File: config.mk
export PLATFORM = sky130hd
export DESIGN_NAME = triangle_edge_setup_top
export DESIGN_NICKNAME = d
export VERILOG_FILES = /design/src/hw/rtl/tes_pkg.sv /design/src/hw/rtl/tes_div.sv /design/src/hw/rtl/triangle_edge_setup_top.sv
export SDC_FILE = /design/constraint.sdc
export NUM_CORES = 2
export LEC_CHECK = 0
export BUFFER_PORTS_ARGS = -buffer_cell sky130_fd_sc_hd__buf_2
export CAP_MARGIN = 10
export CELL_PAD_IN_SITES_DETAIL_PLACEMENT = 1
export CELL_PAD_IN_SITES_GLOBAL_PLACEMENT = 1
export CORE_MARGIN = 8
export CORE_UTILIZATION = 52
export CTS_CLUSTER_DIAMETER = 40
export DETAILED_ROUTE_END_ITERATION = 7
export GPL_ROUTABILITY_DRIVEN = 0
export PLACE_DENSITY_LB_ADDON = 0.1
export SYNTH_ARGS = -nofsm -noshare
export SYNTH_HDL_FRONTEND = slang
export SYNTH_SLANG_ARGS = --single-unit
File: constraint.sdc
create_clock -name clk_i -period 54.5 [get_ports clk_i]
set_input_delay 0 -clock clk_i [delete_from_list [all_inputs] [get_ports clk_i]]
set_output_delay 0 -clock clk_i [all_outputs]
set_load 0.01 [all_outputs]
File: src/hw/rtl/tes_pkg.sv
// ----------------------------------------------------------------------------
// tes_pkg: shared constants for triangle edge setup
// Edge codes, slope format and divider stage sizing.
// ----------------------------------------------------------------------------
package tes_pkg;

  // Edge order within one triangle
  localparam logic [1:0] EDGE_TM = 2'd0;  // top to middle
  localparam logic [1:0] EDGE_TB = 2'd1;  // top to bottom
  localparam logic [1:0] EDGE_MB = 2'd2;  // middle to bottom

  // Slope format: signed Q16.16
  localparam int         SLOPE_FRAC = 16;
  localparam logic [31:0] SLOPE_ONE = 32'h0001_0000;

  // Quotient bits resolved per divider pipeline stage
  localparam int DIV_STEPS = 4;

endpackage

File: src/hw/rtl/tes_div.sv
// ----------------------------------------------------------------------------
// tes_div: pipelined unsigned restoring divider
// Resolves tes_pkg::DIV_STEPS quotient bits per stage and carries a side
// payload alongside. All stages advance together on en_i.
// ----------------------------------------------------------------------------
module tes_div #(
  parameter int DVW = 16,
  parameter int NW  = 32,
  parameter int SW  = 8
) (
  input  logic           clk_i,
  input  logic           rst_ni,
  input  logic           en_i,
  input  logic           valid_i,
  input  logic [NW-1:0]  num_i,
  input  logic [DVW-1:0] den_i,
  input  logic [SW-1:0]  side_i,
  output logic           valid_o,
  output logic [NW-1:0]  quo_o,
  output logic [SW-1:0]  side_o
);

  localparam int Bps  = tes_pkg::DIV_STEPS;
  localparam int Nstg = (NW + Bps - 1) / Bps;
  localparam int Np   = Nstg * Bps;

  logic [Nstg-1:0] vld_q;
  logic [DVW-1:0]  rem_q  [Nstg];
  logic [Np-1:0]   nq_q   [Nstg];
  logic [DVW-1:0]  den_q  [Nstg];
  logic [SW-1:0]   side_q [Nstg];

  for (genvar g = 0; g < Nstg; g++) begin : g_stage
    logic           vld_in;
    logic [DVW-1:0] rem_in;
    logic [Np-1:0]  nq_in;
    logic [DVW-1:0] den_in;
    logic [SW-1:0]  side_in;
    logic [DVW-1:0] rem_d;
    logic [Np-1:0]  nq_d;

    if (g == 0) begin : g_first
      assign vld_in  = valid_i;
      assign rem_in  = '0;
      assign nq_in   = Np'(num_i);
      assign den_in  = den_i;
      assign side_in = side_i;
    end else begin : g_next
      assign vld_in  = vld_q[g-1];
      assign rem_in  = rem_q[g-1];
      assign nq_in   = nq_q[g-1];
      assign den_in  = den_q[g-1];
      assign side_in = side_q[g-1];
    end

    // Bps shift-subtract steps per stage
    always_comb begin
      logic [DVW:0]   t;
      logic [DVW-1:0] r;
      logic [Np-1:0]  n;
      r = rem_in;
      n = nq_in;
      for (int k = 0; k < Bps; k++) begin
        t = {r, n[Np-1]};
        if (t >= {1'b0, den_in}) begin
          t = t - {1'b0, den_in};
          n = {n[Np-2:0], 1'b1};
        end else begin
          n = {n[Np-2:0], 1'b0};
        end
        r = t[DVW-1:0];
      end
      rem_d = r;
      nq_d  = n;
    end

    always_ff @(posedge clk_i or negedge rst_ni) begin
      if (!rst_ni) begin
        vld_q[g] <= 1'b0;
      end else if (en_i) begin
        vld_q[g] <= vld_in;
      end
    end

    always_ff @(posedge clk_i) begin
      if (en_i) begin
        rem_q[g]  <= rem_d;
        nq_q[g]   <= nq_d;
        den_q[g]  <= den_in;
        side_q[g] <= side_in;
      end
    end
  end

  assign valid_o = vld_q[Nstg-1];
  assign quo_o   = nq_q[Nstg-1][NW-1:0];
  assign side_o  = side_q[Nstg-1];

endmodule

File: src/hw/rtl/triangle_edge_setup_top.sv
// ----------------------------------------------------------------------------
// triangle_edge_setup_top: scanline rasterizer edge setup
// Sorts a triangle's vertices by y and emits edges TM, TB and MB with span,
// upper end and saturated Q16.16 negated inverse slope.
// ----------------------------------------------------------------------------
// A triangle request is taken while the previous one issues its last edge: the
// block issues one edge per cycle into its pipeline, three per triangle, while
// the result channel does not stall, so that channel can run full at one result
// per cycle. The issue stage is the limit. The slope divider resolves 4 quotient
// bits per stage. When the result channel stalls, the whole pipeline holds.
module triangle_edge_setup_top #(
  parameter int COORD_WIDTH = 16,
  parameter int FRAC_BITS   = 4,
  parameter int ID_WIDTH    = 16
) (
  input  logic                                clk_i,
  input  logic                                rst_ni,
  input  logic                                in_valid_i,
  output logic                                in_ready_o,
  input  logic [ID_WIDTH-1:0]                 face_index_i,
  input  logic signed [COORD_WIDTH-1:0]       x_a_i,
  input  logic signed [COORD_WIDTH-1:0]       y_a_i,
  input  logic signed [COORD_WIDTH-1:0]       x_b_i,
  input  logic signed [COORD_WIDTH-1:0]       y_b_i,
  input  logic signed [COORD_WIDTH-1:0]       x_c_i,
  input  logic signed [COORD_WIDTH-1:0]       y_c_i,
  output logic                                out_valid_o,
  input  logic                                out_ready_i,
  output logic [ID_WIDTH-1:0]                 polygon_tag_o,
  output logic [1:0]                          edge_number_o,
  output logic signed [COORD_WIDTH-1:0]       upper_x_o,
  output logic signed [COORD_WIDTH-FRAC_BITS+1:0] row_span_o,
  output logic signed [31:0]                  inverse_slope_o,
  output logic signed [COORD_WIDTH-1:0]       upper_y_o,
  output logic                                horizontal_o,
  output logic                                last_edge_o
);

  localparam int CW   = COORD_WIDTH;
  localparam int RW   = COORD_WIDTH - FRAC_BITS + 2;
  localparam int NW   = COORD_WIDTH + tes_pkg::SLOPE_FRAC;
  localparam int EW   = (NW > 32) ? NW + 1 : 33;
  localparam int SW   = ID_WIDTH + 2 + CW + RW + CW + 2;
  localparam logic [EW-1:0] LimPos = {{(EW-31){1'b0}}, {31{1'b1}}};
  localparam logic [EW-1:0] LimNeg = LimPos + EW'(1);

  logic adv;

  // ---------------- triangle hold and edge issue ----------------
  logic                 tri_vld_q;
  logic [1:0]           cnt_q;
  logic [ID_WIDTH-1:0]  id_q;
  logic signed [CW-1:0] xa_q, ya_q, xb_q, yb_q, xc_q, yc_q;

  assign in_ready_o = !tri_vld_q || (adv && (cnt_q == tes_pkg::EDGE_MB));

  always_ff @(posedge clk_i or negedge rst_ni) begin
    if (!rst_ni) begin
      tri_vld_q <= 1'b0;
      cnt_q     <= tes_pkg::EDGE_TM;
    end else if (in_valid_i && in_ready_o) begin
      tri_vld_q <= 1'b1;
      cnt_q     <= tes_pkg::EDGE_TM;
    end else if (adv && tri_vld_q) begin
      if (cnt_q == tes_pkg::EDGE_MB) begin
        tri_vld_q <= 1'b0;
      end else begin
        cnt_q <= cnt_q + 2'd1;
      end
    end
  end

  always_ff @(posedge clk_i) begin
    if (in_valid_i && in_ready_o) begin
      id_q <= face_index_i;
      xa_q <= x_a_i;  ya_q <= y_a_i;
      xb_q <= x_b_i;  yb_q <= y_b_i;
      xc_q <= x_c_i;  yc_q <= y_c_i;
    end
  end

  // rank vertices by y with the strict comparison tree
  logic signed [CW-1:0] tx, ty, mx, my, bx, by;
  logic signed [CW-1:0] ux_c, uy_c, lx_c, ly_c;

  always_comb begin
    if (ya_q < yb_q) begin
      if (yb_q < yc_q) begin
        tx = xc_q; ty = yc_q; mx = xb_q; my = yb_q; bx = xa_q; by = ya_q;
      end else if (ya_q < yc_q) begin
        tx = xb_q; ty = yb_q; mx = xc_q; my = yc_q; bx = xa_q; by = ya_q;
      end else begin
        tx = xb_q; ty = yb_q; mx = xa_q; my = ya_q; bx = xc_q; by = yc_q;
      end
    end else begin
      if (ya_q < yc_q) begin
        tx = xc_q; ty = yc_q; mx = xa_q; my = ya_q; bx = xb_q; by = yb_q;
      end else if (yb_q < yc_q) begin
        tx = xa_q; ty = ya_q; mx = xc_q; my = yc_q; bx = xb_q; by = yb_q;
      end else begin
        tx = xa_q; ty = ya_q; mx = xb_q; my = yb_q; bx = xc_q; by = yc_q;
      end
    end
  end

  // endpoints of the edge being issued
  always_comb begin
    unique case (cnt_q)
      tes_pkg::EDGE_TM: begin
        ux_c = tx; uy_c = ty; lx_c = mx; ly_c = my;
      end
      tes_pkg::EDGE_TB: begin
        ux_c = tx; uy_c = ty; lx_c = bx; ly_c = by;
      end
      default: begin
        ux_c = mx; uy_c = my; lx_c = bx; ly_c = by;
      end
    endcase
  end

  // ---------------- stage 1: edge endpoints ----------------
  logic                 s1_vld_q;
  logic [ID_WIDTH-1:0]  s1_id_q;
  logic [1:0]           s1_num_q;
  logic signed [CW-1:0] s1_ux_q, s1_uy_q, s1_lx_q, s1_ly_q;

  always_ff @(posedge clk_i or negedge rst_ni) begin
    if (!rst_ni) begin
      s1_vld_q <= 1'b0;
    end else if (adv) begin
      s1_vld_q <= tri_vld_q;
    end
  end

  always_ff @(posedge clk_i) begin
    if (adv) begin
      s1_id_q  <= id_q;
      s1_num_q <= cnt_q;
      s1_ux_q  <= ux_c;
      s1_uy_q  <= uy_c;
      s1_lx_q  <= lx_c;
      s1_ly_q  <= ly_c;
    end
  end

  // ---------------- stage 2: differences and row span ----------------
  logic signed [CW:0]   dx_c, den_c, ly_up_c;
  logic signed [RW-1:0] span_c;

  assign dx_c    = (CW+1)'(s1_ux_q) - (CW+1)'(s1_lx_q);
  assign den_c   = (CW+1)'(s1_ly_q) - (CW+1)'(s1_uy_q);
  assign ly_up_c = (CW+1)'(s1_ly_q) + (CW+1)'((1 << FRAC_BITS) - 1);
  assign span_c  = RW'(s1_uy_q >>> FRAC_BITS) - RW'(ly_up_c >>> FRAC_BITS);

  logic                 s2_vld_q;
  logic [ID_WIDTH-1:0]  s2_id_q;
  logic [1:0]           s2_num_q;
  logic signed [CW-1:0] s2_upx_q, s2_upy_q;
  logic signed [CW:0]   s2_dx_q, s2_den_q;
  logic signed [RW-1:0] s2_span_q;
  logic                 s2_flat_q;

  always_ff @(posedge clk_i or negedge rst_ni) begin
    if (!rst_ni) begin
      s2_vld_q <= 1'b0;
    end else if (adv) begin
      s2_vld_q <= s1_vld_q;
    end
  end

  // upper end is the first of the pair only when strictly above
  always_ff @(posedge clk_i) begin
    if (adv) begin
      s2_id_q   <= s1_id_q;
      s2_num_q  <= s1_num_q;
      s2_upx_q  <= (s1_uy_q > s1_ly_q) ? s1_ux_q : s1_lx_q;
      s2_upy_q  <= (s1_uy_q > s1_ly_q) ? s1_uy_q : s1_ly_q;
      s2_dx_q   <= dx_c;
      s2_den_q  <= den_c;
      s2_span_q <= span_c;
      s2_flat_q <= (s1_uy_q == s1_ly_q);
    end
  end

  // ---------------- stage 3: magnitudes and sign ----------------
  logic                 s3_vld_q;
  logic [NW-1:0]        s3_num_q;
  logic [CW-1:0]        s3_den_q;
  logic [SW-1:0]        s3_side_q;
  logic [CW:0]          dx_abs_c, den_abs_c;

  assign dx_abs_c  = s2_dx_q[CW]  ? -s2_dx_q  : s2_dx_q;
  assign den_abs_c = s2_den_q[CW] ? -s2_den_q : s2_den_q;

  always_ff @(posedge clk_i or negedge rst_ni) begin
    if (!rst_ni) begin
      s3_vld_q <= 1'b0;
    end else if (adv) begin
      s3_vld_q <= s2_vld_q;
    end
  end

  always_ff @(posedge clk_i) begin
    if (adv) begin
      s3_num_q  <= {dx_abs_c[CW-1:0], {tes_pkg::SLOPE_FRAC{1'b0}}};
      s3_den_q  <= den_abs_c[CW-1:0];
      s3_side_q <= {s2_id_q, s2_num_q, s2_upx_q, s2_span_q, s2_upy_q, s2_flat_q,
                    s2_dx_q[CW] ^ s2_den_q[CW]};
    end
  end

  // ---------------- divider stages ----------------
  logic          dv_vld;
  logic [NW-1:0] dv_quo;
  logic [SW-1:0] dv_side;

  tes_div #(
    .DVW (CW),
    .NW  (NW),
    .SW  (SW)
  ) u_div (
    .clk_i   (clk_i),
    .rst_ni  (rst_ni),
    .en_i    (adv),
    .valid_i (s3_vld_q),
    .num_i   (s3_num_q),
    .den_i   (s3_den_q),
    .side_i  (s3_side_q),
    .valid_o (dv_vld),
    .quo_o   (dv_quo),
    .side_o  (dv_side)
  );

  // ---------------- output register: sign and saturation ----------------
  logic [ID_WIDTH-1:0]  d_id;
  logic [1:0]           d_num;
  logic signed [CW-1:0] d_upx, d_upy;
  logic signed [RW-1:0] d_span;
  logic                 d_flat, d_neg;
  logic [EW-1:0]        q_ext;
  logic [31:0]          slope_c;

  assign {d_id, d_num, d_upx, d_span, d_upy, d_flat, d_neg} = dv_side;
  assign q_ext = EW'(dv_quo);

  always_comb begin
    if (d_flat) begin
      slope_c = tes_pkg::SLOPE_ONE;
    end else if (d_neg) begin
      slope_c = (q_ext > LimNeg) ? 32'h8000_0000 : (32'd0 - q_ext[31:0]);
    end else begin
      slope_c = (q_ext > LimPos) ? 32'h7FFF_FFFF : q_ext[31:0];
    end
  end

  logic out_vld_q;

  assign adv = !out_vld_q || out_ready_i;

  always_ff @(posedge clk_i or negedge rst_ni) begin
    if (!rst_ni) begin
      out_vld_q <= 1'b0;
    end else if (adv) begin
      out_vld_q <= dv_vld;
    end
  end

  always_ff @(posedge clk_i) begin
    if (adv) begin
      polygon_tag_o   <= d_id;
      edge_number_o   <= d_num;
      upper_x_o       <= d_upx;
      row_span_o      <= d_span;
      inverse_slope_o <= slope_c;
      upper_y_o       <= d_upy;
      horizontal_o    <= d_flat;
      last_edge_o     <= (d_num == tes_pkg::EDGE_MB);
    end
  end

  assign out_valid_o = out_vld_q;

  // ---------------- assertions ----------------
  a_busy_no_accept: assert property (@(posedge clk_i) disable iff (!rst_ni)
    (tri_vld_q && (cnt_q != tes_pkg::EDGE_MB)) |-> !in_ready_o)
    else $error("new triangle taken before all edges issued");

  a_accept_starts: assert property (@(posedge clk_i) disable iff (!rst_ni)
    (in_valid_i && in_ready_o) |=> (tri_vld_q && (cnt_q == tes_pkg::EDGE_TM)))
    else $error("accepted triangle does not start at first edge");

  a_last_edge: assert property (@(posedge clk_i) disable iff (!rst_ni)
    out_vld_q |-> (last_edge_o == (edge_number_o == tes_pkg::EDGE_MB)))
    else $error("last edge flag disagrees with edge number");

  a_flat_slope: assert property (@(posedge clk_i) disable iff (!rst_ni)
    (out_vld_q && horizontal_o) |-> (inverse_slope_o == tes_pkg::SLOPE_ONE))
    else $error("horizontal edge without unit slope");

endmodule
# Word level (Yosys, flattened, before mapping)
# Memory sizes are Yosys's and may differ from the RTL's.
# Index checks and enable logic that the tools add are counted.
# word_totals
register_bits	504
ram_bits	1040
inputBits	116
out_inout_bits	100
word_cells	252
memories	4
# mem_list
memory	depth	word_bits	read_ports	rd_clocked_by_memory_dff	write_ports	line	source
u_div.side_q	8	66	8	0	8	tes_div.sv:31	logic [SW-1:0] side_q [Nstg];
u_div.nq_q	8	32	8	0	8	tes_div.sv:29	logic [Np-1:0] nq_q [Nstg];
u_div.den_q	8	16	7	0	8	tes_div.sv:30	logic [DVW-1:0] den_q [Nstg];
u_div.rem_q	8	16	7	0	8	tes_div.sv:28	logic [DVW-1:0] rem_q [Nstg];
# classes
n_addsub	40
n_lt_le_gt_ge	38
eq_ne	5
mux	105
n_bitwise	1
n_reduce_logical	13
# ops
operator	count
two-way mux 16 bit	62
greater-or-equal comparator 17 x 16 -> 1 bit	31
subtractor 16 bit	31
two-way mux 32 bit	3
< comparator 16 bit	3
two-way mux 1 bit	37
subtractor 16 x 16 -> 17 bit	2
greater-than comparator 32 x 31 -> 1 bit (second input constant)	1
greater-than comparator 32 bit (second input constant)	1
negator 16 bit	2
subtractor 1 x 32 -> 32 bit (first input constant)	1
adder 16 x 5 -> 17 bit (second input constant)	1
== test 16 bit	1
greater-or-equal comparator 1 x 16 -> 1 bit	1
greater-than comparator 16 bit	1
subtractor 1 x 16 -> 16 bit	1
subtractor 12 x 13 -> 14 bit	1
two-way mux 2 bit	3
== test 2 bit (second input constant)	2
AND reduction 2 bit	2
nonzero test 2 bit	2
logical AND 1 bit	3
adder 2 x 1 -> 2 bit (second input constant)	1
== test 2 x 1 -> 1 bit (second input constant)	1
6 further kinds	8

# Depth between registers and ports, before layout
# An unclocked memory read counts as a cell.
# depth
depth_word	9
mapped_depth	52
depth_no_buf	47

# Hierarchy
# A second synthesis with hierarchy kept.
# unflattened
hier_cells	6494
area_unflattened_um2	81180.4
# modules_own_cells
module	instances	cells_each	area_per_inst_um2	seq_area_each_um2
tes_div	1	4764	58132.0	30469.2
triangle_edge_setup_top	1	1730	23048.4	14859.3

# Worst setup path after synthesis
# No wires, ideal clock.
# synth_path
path_kind	reg-to-reg
from	register out_vld_q, in the netlist out_valid_o
to	register edge_number_o[0], enable pin
setup_ns	2.165
arrival_time_ns	35.712
required_time_ns	52.335
path_slack_ns	16.623
path_stages_with_launch	4
path_buffers	1
synth_period_minus_slack_ns	37.877
cell_sequence	dfrtp_1 > nor2b_1 > inv_1 > clkbuf_1
# synth_via
elab_chain_len	2
# synth_rtl
element	line	source
start, declared	triangle_edge_setup_top.sv:256	logic out_vld_q;
start signal, assigned	triangle_edge_setup_top.sv:264	out_vld_q <= dv_vld;
zero test 1 bit	triangle_edge_setup_top.sv:258	assign adv = !out_vld_q || out_ready_i;
logical OR 1 bit	triangle_edge_setup_top.sv:258	
via adv	triangle_edge_setup_top.sv:47	logic adv;
end signal, assigned	triangle_edge_setup_top.sv:271	edge_number_o <= d_num;
end, declared	triangle_edge_setup_top.sv:30	output logic [1:0] edge_number_o,
# The timed path passes the listed nets, and every way through them passes these cells.
# A chain may end at the register's enable or synchronous reset.

==> flow_summary.ini <==
[yosys]
seq_area_frac_synth = 0.546
synthArstFlopShare = 0.0105
syn_avg_cell_area_um2 = 12.0
synth_fp_nets = 7231
synthesis.area_mm2 = 0.0781
syn-instance-count = 6510
synth_ff_type = edfxtp_1
synth_cell_types = 96
synth_edf_count = 1409
yosys_warnings = 0
synth-seq-cells = 1424

[sta]
drv_slew = 0
worst_slew_pin_slew_ns = 1.29
period_minus_slack_ns = 13.21
finalCritPeriodShare = 0.242
fin_setup_tns_ns = 0
finClkSkew_ns = 0.0682
whs_ns = 0.186
relSlewSlack = 0.140
clock.fmax_mhz = 75.7
timing.final.setup_violations = 0
rsz0062_at_grt = false
hold_viol_final = 0

[worst_setup_path]
crit_top_cell = a21oi_1
worstPathRequired_ns = 55.10
cp-start-kind = flip-flop
reg2reg_slack_ns = 41.29
cp_max_fo = 26
worstRegToRegCells = 46
crit_path_end_kind = flip-flop
arrival_ns = 13.81
cpPeakStageDelay_ns = 0.78
critPathKind = flip-flop to flip-flop
cp_slowest_cell = o21ai_1
rr_endpoint = u_div.rem_q[0][34]
reg2reg_from = u_div.den_q[0][17]

[grt]
grt_first_pass_wirelength_um = 352000
first_global_vias = 59700
grt_usage = 0.274
antenna_found_initial = 7
grt_max_degree = 194
grt-ovfl-total = 0

[die]
die-width_um = 404
row_count = 142
ioPinCount = 216
die-area_mm2 = 0.163
coreArea_mm2 = 0.149
die_y_um = 404
initial_utilization = 0.523

[route]
drtIter0Drc = 4527
wire_per_inst_um = 24.9
vias_per_cell = 6.11
vias = 56400
firstDrtPassIters = 7
routed_wl_um = 230000
ant_nets = 0
drc = 0

[clock_network]
clock_tree.buffer_depth = 3
cts_setup_buffers = 0
root_buffer = clkbuf_16
cts_hold_buf = 230
post_cts_resized = 0
cts-buffers-inserted = 191
cts_tree = built
clock_latency_ns = 0.84
clk_pin_slew_ns = 0.06
h-tree-depth = 4
cts.sinks = 1424

[cells_and_area]
layout.area.seq_mm2 = 0.0427
area.growth.synth_to_final_pct = 16.0
final_nets = 7776
fillCellCount = 15000
multiInputGateArea_mm2 = 0.0334
drive_gt1_frac = 0.127
final_util = 0.606

[hold_path]
hold_start = in_valid_i
hold_class = primary input to flip-flop
hold_end = cnt_q[0]
worstHoldPathCells = 4

[place]
dp_hpwl_um = 154000
portBuffers = 215

[run]
maxCapViolCount = 0

[outcome]
status = finished, final reports clean
==> registers in the layout (all words and copies together) (netlist names), 17 cells and up <==
signal	cells
u_div.den_q	112
u_div.nq_q	168
s3_side_q	66
s2_den_q	17
u_div.side_q	528
s2_dx_q	17
u_div.rem_q	112
inverse_slope_o	32
==> worst max-delay path, delay by kind of cell, from the launching register on <==
kind            cells  cell delay (ns)
compound gates     25             7.34
fa+ha+maj           4             1.33
buf+inv             7             1.66
flops               1             0.51
mux                 1             0.34
simple gates        9             1.80
==> final cells by class <==
type | instances | area share
antenna | 1 | 0.0000276
clock buffer | 214 | 0.0543
clock inverter | 141 | 0.0193
inverter | 413 | 0.0172
multi-input combinational | 4529 | 0.368
sequential | 1424 | 0.471
tap | 2016 | 0.0278
timing repair buffer | 496 | 0.0421
==> synth_stat cells, types with 69 or more instances <==
library cell | n | share of area
nor3_1 | 120 | 0.0077
a21o_1 | 165 | 0.016
clkbuf_1 | 124 | 0.0060
or3_1 | 69 | 0.0055
nand2_1 | 438 | 0.021
xnor2_1 | 280 | 0.031
nor2b_1 | 82 | 0.0066
mux2_2 | 239 | 0.034
a21oi_1 | 459 | 0.029
nand3_1 | 74 | 0.0047
nor2_1 | 420 | 0.020
nand4_1 | 81 | 0.0065
ha_1 | 583 | 0.093
a221o_1 | 99 | 0.013
o21ai_0 | 325 | 0.021
xor2_1 | 131 | 0.015
inv_1 | 405 | 0.019
o21a_1 | 88 | 0.0085
edfxtp_1 | 1409 | 0.54
==> placed cells by master, fill, tap and decap left out, drive strengths merged, types with 33 or more instances in the layout <==
cell         count
nand2          438
nor2b           82
and3            34
clkbuf         214
or3             70
nor4            33
a22o            35
mux2i           54
a21boi          56
nor2           421
a211oi          42
edfxtp        1409
xnor2          280
buf            266
xor2           131
a221o           99
mux2           246
nand4           81
o21a            88
o21ai          328
nand3           74
dlygate4sd3    230
o21bai          52
a21oi          460
a21o           165
clkinv          70
nor3           121
and2            37
o31ai           42
nand2b          60
a31oi           51
inv            451
ha             583
==> per-layer routing <==
metal | vias to the layer above | global-route usage | wire [um]
met5 | - | 0 | 30
met4 | 4 | 0.123 | 11000
met3 | 605 | 0.0373 | 11100
met2 | 1897 | 0.488 | 116000
met1 | 28100 | 0.332 | 91600
li1 | 25800 | - | -
==> stage by stage <==
| stage | cell area, um2 | setup WS (ns) | cells |
|---|---|---|---|
| final | 90600 | 41.29 | 9234 |
| after global routing | 90600 | 40.28 | 9234 |
| after CTS | 90600 | 41.41 | 9233 |
| after detailed placement | 81600 | 41.56 | 8648 |
| after global placement | 81600 | 41.87 | 8648 |
| after floorplan | 78100 | 16.62 | 6510 |
==> worst max path at each step <==
| stage | slack (ns) | startpoint | to |
|---|---|---|---|
| floorplan | 16.62 | out_valid_o | edge_number_o[0] |
| CTS | 41.41 | u_div.den_q[0][17] | u_div.rem_q[0][40] |
| finish | 41.29 | u_div.den_q[0][17] | u_div.rem_q[0][34] |
| global placement | 41.87 | u_div.den_q[0][17] | u_div.rem_q[0][40] |
| detailed placement | 41.56 | u_div.den_q[0][17] | u_div.rem_q[0][40] |
| global route | 40.28 | u_div.den_q[0][17] | u_div.rem_q[0][40] |
==> logic make-up (layout without fill, tap and decap cells) <==
| logic type | count (synthesis) | count (layout) | synth area share |
|---|---|---|---|
| compound gates | 1660 | 1660 | 0.143 |
| simple gates | 1553 | 1553 | 0.0957 |
| mux | 300 | 300 | 0.0427 |
| fa+ha+maj | 605 | 605 | 0.0990 |
| other cells | 0 | 1 | 0 |
| flops | 1424 | 1424 | 0.546 |
| buf+inv | 557 | 1264 | 0.0271 |
| xor+xnor | 411 | 411 | 0.0461 |
Power is left out: the tool's default activity adds up to more than one toggle a clock period on the data nets, which glitch-free logic cannot reach.
